==> src/hdl/bbx_pkg.sv <==
`timescale 1ns / 1ps

package bbx_pkg;

  // Defaults for the top-level parameters
  localparam int DEF_MAX_WIDTH  = 1024;
  localparam int DEF_PIXEL_BITS = 8;

  // Configuration register widths and reset values
  localparam int CFG_DATA_W = 13;
  localparam int WIDTH_W    = 11;
  localparam int HEIGHT_W   = 13;
  localparam int ROW_W      = 12;

  localparam logic [WIDTH_W-1:0]  WIDTH_RESET  = 11'd8;
  localparam logic [HEIGHT_W-1:0] HEIGHT_RESET = 13'd8;
  localparam logic [HEIGHT_W-1:0] HEIGHT_MAX   = 13'd4096;

  // Configuration register indexes
  typedef enum logic {
    REG_IMAGE_WIDTH  = 1'b0,
    REG_IMAGE_HEIGHT = 1'b1
  } cfg_reg_e;

  // Pipeline advance strobes handed to the datapath
  typedef struct packed {
    logic acc;   // word accepted, line buffer read issued
    logic adv1;  // stage 1 moves into the window
    logic adv2;  // window column sums move into the sum register
    logic adv3;  // sum moves through the divider into the output register
  } pipe_en_t;

endpackage

==> src/hdl/bbx_col_cell.sv <==
`timescale 1ns / 1ps

module bbx_col_cell #(
  parameter int PIXEL_BITS = bbx_pkg::DEF_PIXEL_BITS
) (
  input  logic                  clk_i,
  input  logic                  en_i,
  input  logic [PIXEL_BITS-1:0] top_i,
  input  logic [PIXEL_BITS-1:0] mid_i,
  input  logic [PIXEL_BITS-1:0] bot_i,
  output logic [PIXEL_BITS-1:0] top_o,
  output logic [PIXEL_BITS-1:0] mid_o,
  output logic [PIXEL_BITS-1:0] bot_o,
  output logic [PIXEL_BITS+1:0] colsum_o
);

  logic [PIXEL_BITS-1:0] top_q;
  logic [PIXEL_BITS-1:0] mid_q;
  logic [PIXEL_BITS-1:0] bot_q;
  logic [PIXEL_BITS+1:0] colsum_d;
  logic [PIXEL_BITS+1:0] colsum_q;

  // Sum the incoming column so the window total needs only three terms
  assign colsum_d = (PIXEL_BITS+2)'(top_i) + (PIXEL_BITS+2)'(mid_i)
                  + (PIXEL_BITS+2)'(bot_i);

  // Load the column from the right-hand neighbor
  always_ff @(posedge clk_i) begin
    if (en_i) begin
      top_q    <= top_i;
      mid_q    <= mid_i;
      bot_q    <= bot_i;
      colsum_q <= colsum_d;
    end
  end

  assign top_o    = top_q;
  assign mid_o    = mid_q;
  assign bot_o    = bot_q;
  assign colsum_o = colsum_q;

endmodule

==> config.mk <==
export PLATFORM = sky130hd
export DESIGN_NAME = bbx_col_cell
export DESIGN_NICKNAME = d
export VERILOG_FILES = /design/src/hdl/bbx_pkg.sv /design/src/hdl/bbx_col_cell.sv
export SDC_FILE = /design/constraint.sdc
export NUM_CORES = 1
export LEC_CHECK = 0
export BUFFER_PORTS_ARGS = -buffer_cell sky130_fd_sc_hd__buf_2
export CAP_MARGIN = 20
export CORE_UTILIZATION = 23
export DETAILED_ROUTE_END_ITERATION = 12
export PLACE_DENSITY_LB_ADDON = 0.15
export SLEW_MARGIN = 25
export SYNTH_ARGS = -nofsm -noshare
export SYNTH_HDL_FRONTEND = slang
export SYNTH_SLANG_ARGS = --single-unit
==> constraint.sdc <==
create_clock -name clk_i -period 2.4 [get_ports clk_i]
set_input_delay 0.48 -clock clk_i [delete_from_list [all_inputs] [get_ports clk_i]]
set_output_delay 0.48 -clock clk_i [all_outputs]
set_load 0.05 [all_outputs]
After elaboration in Yosys (flattened, before gate mapping):

Cells that the tools add are included.

* eq/ne operators: 0
* div/mod/pow operators: 0
* $lt $le $gt $ge: 0
* muxes and demuxes: 0
* bitwise gates (word level): 0
* shifts and indexed selects: 0
* add/sub/neg operators: 2
* reduce and logical (&&, ||, !) cells: 0
* multiply operators: 0

Operator list (number)
* adder 9 x 8 -> 10 bit: 1
* adder 8 x 8 -> 9 bit: 1

* memories: 0
* logic and storage cells: 6
* output and inout port bits: 34
* bits in registers: 34
* latch bits: 0
* memory bits (writable): 0
* input bits: 26
* ROM bits: 0

Logic depth before layout (Yosys ltp):

* word-level depth: 2
* mapped depth: 9
* mapped depth without buffers: 9

Least setup slack after synthesis:

OpenSTA, ideal clock, no wires.

* path kind: input -> register
* start: input top_i[1]
* end: register colsum_q[7], in the netlist colsum_o[7], data pin
* required time: 2.138 ns
* buffers on the path: 0
* slack: -0.002 ns
* setup time: 0.262 ns
* arrival: 2.140 ns
* cell stages on the path: 7
* cells stage by stage: fa_1 -> ha_1 -> fa_1 -> a21oi_1 -> o21ai_0 -> a211oi_1 -> a21oi_1

* word-level cells in the longest chain between the ends: 2

RTL lines
* start, declared: RTL line bbx_col_cell.sv:8 `input logic [PIXEL_BITS-1:0] top_i,`
* adder 8 x 8 -> 9 bit: RTL line bbx_col_cell.sv:24 `assign colsum_d = (PIXEL_BITS+2)'(top_i) + (PIXEL_BITS+2)'(mid_i)`
* adder 9 x 8 -> 10 bit: RTL line bbx_col_cell.sv:25 `+ (PIXEL_BITS+2)'(bot_i);`
* via colsum_d[7]: RTL line bbx_col_cell.sv:20 `logic [PIXEL_BITS+1:0] colsum_d;`
* end signal, assigned: RTL line bbx_col_cell.sv:33 `colsum_q <= colsum_d;`
* end, declared: RTL line bbx_col_cell.sv:21 `logic [PIXEL_BITS+1:0] colsum_q;`

The timed path passes the listed nets, and every way through them passes these cells.
A chain may end at the register's enable or synchronous reset.

Final worst setup path:

Same ends and word-level chain as after synthesis.

==> metrics.cfg <==
[grt]
grt_pass1_vias=1036
overflow=0
grt_use_met2=0.160
grt_usage=0.0909
grt_pass1_wl_um=4350
gr-usage-met1=0.0898
gr-max-usage-layer=met2
grt_max_degree=35
antenna_found_initial=0
met3_usage=0.0429

[power]
p_leak_nw=0.849
power.density_nw_per_um2=920
ir_drop_mv=0.404

[logic_synthesis]
ys_ff_latch=34
async_flop_share=0
synth_flop_cell=edfxtp_1
synth_top_family_by_area=adder cells
synth_cell_types=16
synthXorXnorAreaFrac=0.0294
synth-compound-area-share=0.0740
ys_top_cells_by_count=edfxtp_1 (34), inv_1 (10), fa_1 (9)
yosys_warnings=0
synthSimpleGateAreaFrac=0.00505
seq_area_frac_synth=0.686
post-synth-top-count-cell=edfxtp_1
ys_top_cells_by_area=edfxtp_1 (69%), fa_1 (12%), ha_1 (5.9%), inv_1 (2.5%), a21oi_1 (2.4%)
avgSynthCellArea_um2=17.7
syn_area_um2=1490
synth_cells=84
syn_nets=126
synth_top_area_share=0.686
muxShareOfSynthArea=0
netlist.top_cell.by_area=edfxtp_1
yosys.area_share.adder=0.180
synth_edf_count=34

[critical_path]
crit_required_ns=2.44
start_kind=input port
end_kind=flop
path_max_fanout=3
path_class=in -> reg
critPathArrivalTime_ns=2.32

[timing]
finalSetupViolCount=0
drv_slew=0
period_minus_slack_ns=2.28
rsz0062_at_grt=no
period_share=0.950
hold_ws_ns=0.381
maxSlewHeadroom=0.471
fmax_mhz=439
tns_ns=0
worstMarginPinSlew_ns=0.794
finalHoldViolCount=0

[route]
vias=933
via_per_inst=4.11
drtPass1Iterations=2
wl_um=2820
ant_nets=0
first_iter_violations=44
drc_errors=0
post_drt_wl_per_cell_um=12.4

[place]
placed_area_um2=1890
port_buffers=59
dp_hpwl_um=2210
place.gp.congestion=0.679

[cells_and_area]
antenna_cells=0
fillers=637
nNetsFinal=193
area_growth_pct=34.6
final_area_um2=2000
utilization=0.328
drive_above_1_share=0.467

[cts]
numCtsBuffers=5
ctsResizeCount=0
cts_tree=done
clockBufferDepth=2
cts.sink_count=34
ctsHoldBuffers=0
cts-root-buf=clkbuf_8
htreeDepth=2
cts_setup_buffers=0
clk_pin_slew_ns=0.08

[die]
ios=60
fp-row-count=28
core_um2=6100
fp.dieH_um=82.4
die-area_um2=6790
die_x_um=82.4
initial_core_util=0.244

[run]
drv_cap=0

[status]
status=complete, no violations

[worst_hold_path]
hold_path_class=in -> reg

[routing by layer]
metal	vias up	share of wire
li1	443	-
met1	444	0.39
met2	40	0.51
met3	6	0.090
met4	0	0.013
met5	-	0
[critical path, stage by stage]
cell	delay [ns]
buf_2	0.12
fa_1	0.48
ha_1	0.24
fa_1	0.42
a21oi_2	0.18
o21ai_0	0.10
a211oi_1	0.24
a21oi_1	0.06
[layout by cell type (no fill, tap or decap)]
cell type / synthesis / layout
fa_1: 9 / 9
ha_1: 7 / 7
xnor2_1: 2 / 2
a21oi_2: 0 / 1
clkbuf_8: 0 / 5
clkinvlp_4: 0 / 2
o21ai_0: 3 / 3
nand2_1: 1 / 1
inv_1: 10 / 10
bufinv_16: 0 / 1
buf_2: 0 / 59
a21oi_1: 7 / 6
nor2_1: 1 / 1
a211oi_1: 1 / 1
o21ai_1: 1 / 1
a211oi_2: 2 / 2
o21a_1: 1 / 1
edfxtp_1: 34 / 34
o211ai_1: 1 / 1
xor2_1: 3 / 3
buf_4: 0 / 1
a21o_1: 1 / 1
[layout make-up]
class	instances	area (um2)	share of cell area
clock inverter	3	45.0	0.0225
tap	75	93.8	0.0469
multi-input combinational	40	433	0.216
timing repair buffer	60	303	0.151
inverter	10	37.5	0.0188
clock buffer	5	68.8	0.0344
sequential	34	1020	0.510
[cells by family after synthesis]
| logic type | Yosys count |
|---|---|
| flip-flops | 34 |
| XOR/XNOR | 5 |
| buffers and inverters | 10 |
| AO/OA/AOI/OAI | 17 |
| adder cells (fa/ha/maj) | 16 |
| AND/OR/NAND/NOR | 2 |
[stage by stage]
stage          total power, W  setup WS, ns  std cells
6_report              0.00184         0.120        227
5_1_grt               0.00193        0.0383        227
4_1_cts               0.00188         0.122        227
3_5_place_dp          0.00134        -0.184        219
3_3_place_gp          0.00133        -0.163        219
2_1_floorplan         0.00119        0.0216         84
[flip-flops by register name, indices dropped and copies added, names as in the netlist]
| signal | flops |
|---|---|
| bot_o | 8 |
| colsum_o | 10 |
| mid_o | 8 |
| top_o | 8 |
[path summary, 6_finish.rpt]
path	start	end	slack (ns)	depth (start not counted)
max	top_i[1]	colsum_o[7]	0.12	8
min	bot_i[7]	bot_o[7]	0.38	1
[power by group]
group,internal [W],total (W),switching [W]
clock network,0.000309,0.000524,0.000216
logic,0.000149,0.000556,0.000406
registers,0.000747,0.000763,0.0000158
Power figures use the tool's default switching activity.
