`src/hdl/bbx_pkg.sv`:
```
`timescale 1ns / 1ps

package bbx_pkg;

  // Defaults for the top-level parameters
  localparam int DEF_MAX_WIDTH  = 1024;
  localparam int DEF_PIXEL_BITS = 8;

  // Configuration register widths and reset values
  localparam int CFG_DATA_W = 13;
  localparam int WIDTH_W    = 11;
  localparam int HEIGHT_W   = 13;
  localparam int ROW_W      = 12;

  localparam logic [WIDTH_W-1:0]  WIDTH_RESET  = 11'd8;
  localparam logic [HEIGHT_W-1:0] HEIGHT_RESET = 13'd8;
  localparam logic [HEIGHT_W-1:0] HEIGHT_MAX   = 13'd4096;

  // Configuration register indexes
  typedef enum logic {
    REG_IMAGE_WIDTH  = 1'b0,
    REG_IMAGE_HEIGHT = 1'b1
  } cfg_reg_e;

  // Pipeline advance strobes handed to the datapath
  typedef struct packed {
    logic acc;   // word accepted, line buffer read issued
    logic adv1;  // stage 1 moves into the window
    logic adv2;  // window column sums move into the sum register
    logic adv3;  // sum moves through the divider into the output register
  } pipe_en_t;

endpackage

```
`src/hdl/bbx_mean.sv`:
```
`timescale 1ns / 1ps

module bbx_mean #(
  parameter int PIXEL_BITS = bbx_pkg::DEF_PIXEL_BITS
) (
  input  logic                  clk_i,
  input  bbx_pkg::pipe_en_t     en_i,
  input  logic [PIXEL_BITS+1:0] col0_i,
  input  logic [PIXEL_BITS+1:0] col1_i,
  input  logic [PIXEL_BITS+1:0] col2_i,
  output logic [PIXEL_BITS-1:0] mean_o
);

  // Nine pixels fit in four extra bits; the reciprocal keeps the error
  // well under one ninth, so the product gives the exact floor
  localparam int SUM_W = PIXEL_BITS + 4;
  localparam int SHIFT = SUM_W + 4;
  localparam logic [SHIFT-1:0] RECIP = SHIFT'(((64'd1 << SHIFT) + 64'd8) / 64'd9);

  logic [SUM_W-1:0]       sum_d;
  logic [SUM_W-1:0]       sum_q;
  logic [SUM_W+SHIFT-1:0] prod;
  logic [PIXEL_BITS-1:0]  mean_q;

  assign sum_d = SUM_W'(col0_i) + SUM_W'(col1_i) + SUM_W'(col2_i);

  // Register the window total
  always_ff @(posedge clk_i) begin
    if (en_i.adv2) begin
      sum_q <= sum_d;
    end
  end

  // Divide by nine through the reciprocal
  assign prod = (SUM_W+SHIFT)'(sum_q) * (SUM_W+SHIFT)'(RECIP);

  always_ff @(posedge clk_i) begin
    if (en_i.adv3) begin
      mean_q <= prod[SHIFT +: PIXEL_BITS];
    end
  end

  assign mean_o = mean_q;

endmodule

```
`config.mk`:
```
export PLATFORM = sky130hd
export DESIGN_NAME = bbx_mean
export DESIGN_NICKNAME = d
export VERILOG_FILES = /design/src/hdl/bbx_pkg.sv /design/src/hdl/bbx_mean.sv
export SDC_FILE = /design/constraint.sdc
export NUM_CORES = 1
export LEC_CHECK = 0
export BUFFER_PORTS_ARGS = -buffer_cell sky130_fd_sc_hd__clkbuf_2
export CORE_ASPECT_RATIO = 1.25
export CORE_MARGIN = 2
export CORE_UTILIZATION = 51
export CTS_CLUSTER_DIAMETER = 80
export DETAILED_ROUTE_END_ITERATION = 8
export GPL_TIMING_DRIVEN = 0
export PLACE_DENSITY = 0.72
export SLEW_MARGIN = 40
export SYNTH_ARGS = -nofsm -noshare
export SYNTH_HDL_FRONTEND = slang
export SYNTH_SLANG_ARGS = --single-unit
```
`constraint.sdc`:
```
create_clock -name clk_i -period 6.5 [get_ports clk_i]
set_input_delay 1.3 -clock clk_i [delete_from_list [all_inputs] [get_ports clk_i]]
set_output_delay 1.3 -clock clk_i [all_outputs]
set_load 0.01 [all_outputs]
```
Word-level counts from Yosys, hierarchy flattened:

Index checks and enable logic that the tools add are counted.

* register bits after elaboration: 20
* logic and storage cells: 5
* output and inout bits: 8
* input port bits: 35

* $add $sub $neg: 2
* multiply operators: 1

Operator list (number)
* 12-bit by 12-bit multiplier with 23-bit output (second input constant): 1
* 11-bit by 10-bit adder with 12-bit output: 1
* 10-bit by 10-bit adder with 11-bit output: 1

Depth between registers and ports, before layout:

Gate-level depths: netlist of the first run.

* word-level depth: 2
* gate-level depth with buffers: 16

Worst setup path before layout of the first run:

Ideal clock, no wire load.

* kind: reg-to-reg
* start point: register sum_q[3]
* end point: register mean_q[7], in the netlist mean_o[7] (data pin)
* setup slack: 1935 ps
* data arrival time: 4304 ps
* setup time: 261 ps
* stages on the path, launching flop included: 16
* cells stage by stage: edfxtp_1 > fa_1 > ha_1 > inv_1 > fa_1 > inv_1 > fa_1 > inv_1 > fa_1 > inv_1 > ha_1 > nor4_1 > o211ai_1 > o221ai_2 > a21oi_2 > a311o_1

* word-level cells in the longest chain between the ends: 1

Ends and longest elaborated chain
* start, declared: line bbx_mean.sv:21 `logic [SUM_W-1:0] sum_q;`
* start signal, assigned: line bbx_mean.sv:30 `sum_q <= sum_d;`
* 12-bit by 12-bit multiplier with 23-bit output: line bbx_mean.sv:35 `assign prod = (SUM_W+SHIFT)'(sum_q) * (SUM_W+SHIFT)'(RECIP);`
* net prod[23]: line bbx_mean.sv:22 `logic [SUM_W+SHIFT-1:0] prod;`
* end signal, assigned: line bbx_mean.sv:39 `mean_q <= prod[SHIFT +: PIXEL_BITS];`
* end, declared: line bbx_mean.sv:23 `logic [PIXEL_BITS-1:0] mean_q;`

The timed path passes the listed nets, and every way through them passes these cells.
A chain may end at the register's enable or synchronous reset.

Worst setup path in the final report of the first run:

Same ends and word-level chain as after synthesis.

==> results.ini, run 1 <==
[grt]
antenna_found_initial=0
grt_pass1_wl_mm=9.32
busiest_layer=met2
track_usage=0.171
met1_usage=0.240
grt_remaining_overflow=0
grt_pass1_vias=2206
grt_util_met3=0
grt_max_degree=13
grt_util_met2=0.292

[logic_synthesis]
synthAdderAreaFrac=0.545
synth.area.mux_share=0
synth-simple-area-share=0.0549
synth-edff-count=20
synth_xor_area_frac=0.0494
ys_ff_latch=20
ys_warn_count=0
async_reset_ff_frac=0
syn_nets=443
synth_compound_gate_area_share=0.0867
yosysSeqAreaShare=0.188
synth_flop_cell=edfxtp_1
synth_area_um2=3190
ys_types=31
ys_top_cells_by_area=ha_1, fa_1, edfxtp_1
syn_avg_cell_area_um2=10.9
postSynthCellCount=293
synth_top_family_by_area=adder cells
synth_top_cell_by_area=ha_1
synth_top_area_share=0.294

[worst_setup_path]
startpoint_type=flip-flop
critical_path_class=reg2reg
crit_required_ns=6.51
arrival_ns=4.95
crit_path_max_fanout=5
endpoint_kind=flip-flop

[final_layout]
area_delta_synth_final_pct=11.0
fillerInstances=536
regArea_um2=601
multi_input_area_um2=2350
nNetsFinal=488
drive_gt1_frac=0.136
num_antenna_cells=0

[sta]
slew_headroom=0.746
fin_skew_ns=0.00700
fin_crit_ns=4.94
period_share=0.761
hold_viol=0
fmax_mhz=202
maxSlewViolCount=0
tightestPinTransition_ns=0.377
rsz0062_at_grt=no
setup-tns-final_ns=0
setup_viol=0

[route]
via_per_inst=5.08
routedWlPerCell_um=12.4
vias=2142
drt_iter0_markers=59
drt-pass1-iter-count=4
wirelength_mm=5.24
ant_nets=0
drc=0

[clock_tree]
clkSinkCount=20
post_cts_buffers=0
insertion_delay_ns=0.25
cts-buffers-inserted=3
ctsResizeCount=0
cts_hold_buf=0
clkTransAtPathRegs_ns=0.07
htreeDepth=1
clock_path_buffers=2
cts_root_buf=clkbuf_8
cts_tree=yes

[floorplanning]
initial_core_util=0.521
core_area_um2=6130
dieArea_um2=6910
row_count=32
fp.dieW_um=74.7
io_pins=43
fp.dieH_um=92.4

[hold_path]
hold_path.class=reg2reg

[placed_design]
dp_hpwl_mm=4.85
place.port_buffers=40
gp_congestion=0.846

[outcome]
status=finished, final reports clean

[flow_run]
drv_cap=0

## cells by family (layout without fill, tap and decap cells)
kind of cell	count (synthesis)	in the layout
XOR/XNOR	18	18
adder cells (fa/ha/maj)	115	115
AO/OA/AOI/OAI	41	41
buffers and inverters	64	108
AND/OR/NAND/NOR	35	35
flip-flops	20	20
## state kept, by name, summed over array words and instances (netlist names)
name	count
mean_o	8
sum_q	12
## metrics by stage
| step | cells | hold slack (ns) | instance area [µm²] | setup WS, ns | utilization |
|---|---|---|---|---|---|
| after floorplan | 293 | 1.12 | 3190 | 1.93 | - |
| after global placement | 418 | 1.28 | 3500 | 1.56 | 0.571 |
| after detailed placement | 418 | 1.30 | 3500 | 1.52 | 0.571 |
| after CTS | 422 | 1.30 | 3540 | 1.52 | 0.578 |
| after global routing | 422 | 1.39 | 3540 | 1.33 | 0.578 |
| final | 422 | 1.31 | 3540 | 1.56 | 0.578 |
## worst paths after layout
path,to,cells after the start,from,slack [ns]
max,mean_o[7],15,sum_q[3],1.56
min,mean_o[7],4,sum_q[11],1.31
max reg2reg,mean_o[7],15,sum_q[3],1.56
min reg2reg,mean_o[7],4,sum_q[11],1.31
## worst max-delay path, stage by stage, from the launching register on
cell,delay [ns]
edfxtp_1,0.50
fa_1,0.54
ha_1,0.36
inv_1,0.08
fa_1,0.53
inv_1,0.05
fa_1,0.53
inv_1,0.06
fa_1,0.52
inv_1,0.04
ha_1,0.22
nor4_1,0.26
o211ai_1,0.16
o221ai_2,0.32
a21oi_2,0.16
a311o_1,0.38
## metal layers
| layer | routed length [µm] | vias up | part of all wire |
|---|---|---|---|
| met5 | 0 | - | 0 |
| met4 | 60 | 0 | 0.011 |
| met3 | 130 | 4 | 0.025 |
| met2 | 2790 | 38 | 0.53 |
| met1 | 2260 | 1022 | 0.43 |
| li1 | - | 1078 | - |
## synthesized netlist by cell type, types with 2 or more instances
master	count
xnor2_1	15
o21ai_0	7
inv_1	64
nor3_1	6
edfxtp_1	20
nand2_1	7
ha_1	75
o211ai_1	3
o21a_1	4
nor2b_1	4
nor2_1	7
a31oi_1	2
nand3_1	3
a211oi_1	2
a21boi_0	2
fa_1	40
xor2_1	3
nor4_1	2
a21o_1	5
and2_1	2
a21oi_1	10
## cells in the final DEF (no fill, tap or decap), types with 4 or more instances in the layout
cell type   n
nor2b_1     4
o21ai_0     7
edfxtp_1   20
nor2_1      7
a21oi_1    10
xnor2_1    15
ha_1       75
inv_1      64
nand2_1     7
fa_1       40
o21a_1      4
a21o_1      5
clkbuf_2   40
nor3_1      6
## final cells by class
class,count,share of cell area
clock inverter,1,0.00106
multi-input combinational,209,0.663
clock buffer,3,0.0117
inverter,64,0.0678
sequential,20,0.170
timing repair buffer,40,0.0565
tap,85,0.0300
Power of run 1 is not shown: default switching activity piles up to over one toggle a cycle in this logic, so the estimate is an artifact.
==> run 2: changes to the inputs <==
Settings changed: ABC_AREA set to 1, PLACE_DENSITY 0.72 to 0.74.
Clock period 6.5 ns to 4 ns, I/O delays scaled along.
==> run 2 against run 1 <==
  * The flow now finishes with violations (setup timing)
  * Via count up 34%
  * Design area up 21%
  * Fmax increased by 16%
  * Wire length is 43% higher
  * Global-route usage grew 3.3 points
  * First-iteration DRC count grew 14%
  * Critical path depth is the same
  * Hold slack worse by 0.42 ns
  * Cell count grew 31%
  * Critical endpoint unchanged
==> results.ini, run 2 <==
[logic_synthesis]
syn_nets=553
async_reset_ff_frac=0
synth_common_cells=inv_1, ha_1, nand2_1
synth_area_um2=3570
ys_top_cells_by_area=ha_1, fa_1, edfxtp_1
synth-edff-count=20
ys_warn_count=0
synth_top_area_share=0.263
yosysSeqAreaShare=0.168
synth_most_common_cell=inv_1
synth_top_cell_by_area=ha_1
postSynthCellCount=403
ys_ff_latch=20
syn_avg_cell_area_um2=8.85
synth_flop_cell=edfxtp_1
ys_types=25

[sta]
maxSlewViolCount=0
setup_viol=8
fin_skew_ns=0.00215
hold_viol=0
worst_slack_ns=-0.247
slew_headroom=0.802
rsz0062_at_grt=yes
fmax_mhz=235
tightestPinTransition_ns=0.297
fin_crit_ns=4.25
setup-tns-final_ns=-1.18
period_share=1.06

[grt]
grt_remaining_overflow=0
grt_pass1_wl_mm=12.3
grt_max_degree=13
antenna_found_initial=0
grt_pass1_vias=2935
track_usage=0.204

[final_layout]
top_register=sum_q
regArea_um2=601
largest_reg_flops=12
area_delta_synth_final_pct=20.6
multi_input_area_um2=2880
mostFrequentLayoutCells=inv_1, nand2_1, ha_1
num_antenna_cells=0
fillerInstances=546
nNetsFinal=616
drive_gt1_frac=0.239
finalCoreUtilization=0.628
final_common_cell=inv_1

[clock_tree]
clkSinkCount=20
clkTransAtPathRegs_ns=0.08
insertion_delay_ns=0.27
cts_root_buf=clkbuf_8
clock_path_buffers=2
cts_tree=yes
cts-buffers-inserted=3
htreeDepth=1

[floorplanning]
fp.dieW_um=78.8
fp.dieH_um=97.5
core_area_um2=6850
io_pins=43
dieArea_um2=7680
row_count=34
initial_core_util=0.521

[worst_setup_path]
slowest_delay_ns=0.56
startpoint_type=flip-flop
path_buf_inv=4
crit_path_max_fanout=4
slowest_stage=fa_1
cp_common_cell=fa_1
crit_family=adder cells
r2r_start=sum_q[8]
arrival_ns=4.28
endpoint_kind=flip-flop
cp-startpoint=sum_q[8]
crit_required_ns=4.03
critical_path_class=reg2reg
crit_chain=fa_1 -> ha_4 -> inv_2 -> fa_1 -> inv_1 -> fa_1 -> inv_2 -> fa_1 -> inv_2 -> ha_4 -> nand2_4 -> nor2_4 -> nand4_1 -> nand4_1 -> nand2_1

[route]
drt-pass1-iter-count=4
drt_iter0_markers=67
wirelength_mm=7.49
ant_nets=0
vias=2863
via_per_inst=5.17
drc=0
routedWlPerCell_um=13.5

[hold_path]
hold_path.class=in2reg
hp-start=en_i[0]

[placed_design]
dp_hpwl_mm=6.02
place.port_buffers=40
pre_cts_ws_ns=-0.355
gp_congestion=0.971

[outcome]
status=finished with violations
violations=setup timing

[flow_run]
drv_cap=0

## run 2: kinds of logic after synthesis
family	synth area share
adders and majority gates	0.488
DFF	0.168
and+or+nand+nor	0.153
buffers and inverters	0.0905
AOI/OAI and AO/OA	0.0656
xor gates and xnor gates	0.0344
## run 2: timing repair
action / CTS / global route
pin swaps: 12 / 19
buffers inserted: 9 / 9
hold buffers: 0 / 0
endpoints found under the setup margin: 8 / 8
gates resized for setup: 17 / 20
## run 2: routing by layer
| metal | track usage | wire (µm) |
|---|---|---|
| met2 | 0.394 | 4030 |
| met5 | 0 | 0 |
| met3 | 0.0279 | 309 |
| met4 | 0.111 | 421 |
| met1 | 0.203 | 2730 |
## run 2: final timing paths
path | to | slack [ns] | cells after the start
worst min register to register | mean_o[7] | 1.20 | 7
worst min-delay path | mean_o[0] | 0.89 | 1
worst max register to register | mean_o[7] | -0.25 | 15
worst max-delay path | mean_o[7] | -0.25 | 15
## run 2: area by class of cell
type,count,share of cell area
clock buffer,3,0.00960
inverter,86,0.0751
multi-input combinational,297,0.671
sequential,20,0.140
tap,90,0.0262
timing repair buffer,58,0.0789
## run 2: per-stage QoR
step,cell area [µm²],hold WS (ns),cells
6_report,4300,0.888,554
5_1_grt,4300,0.904,554
4_1_cts,4150,0.906,545
3_5_place_dp,3910,1.10,533
3_3_place_gp,3910,1.08,533
2_1_floorplan,3600,0.912,403
Power of run 2 is left out for the same reason.
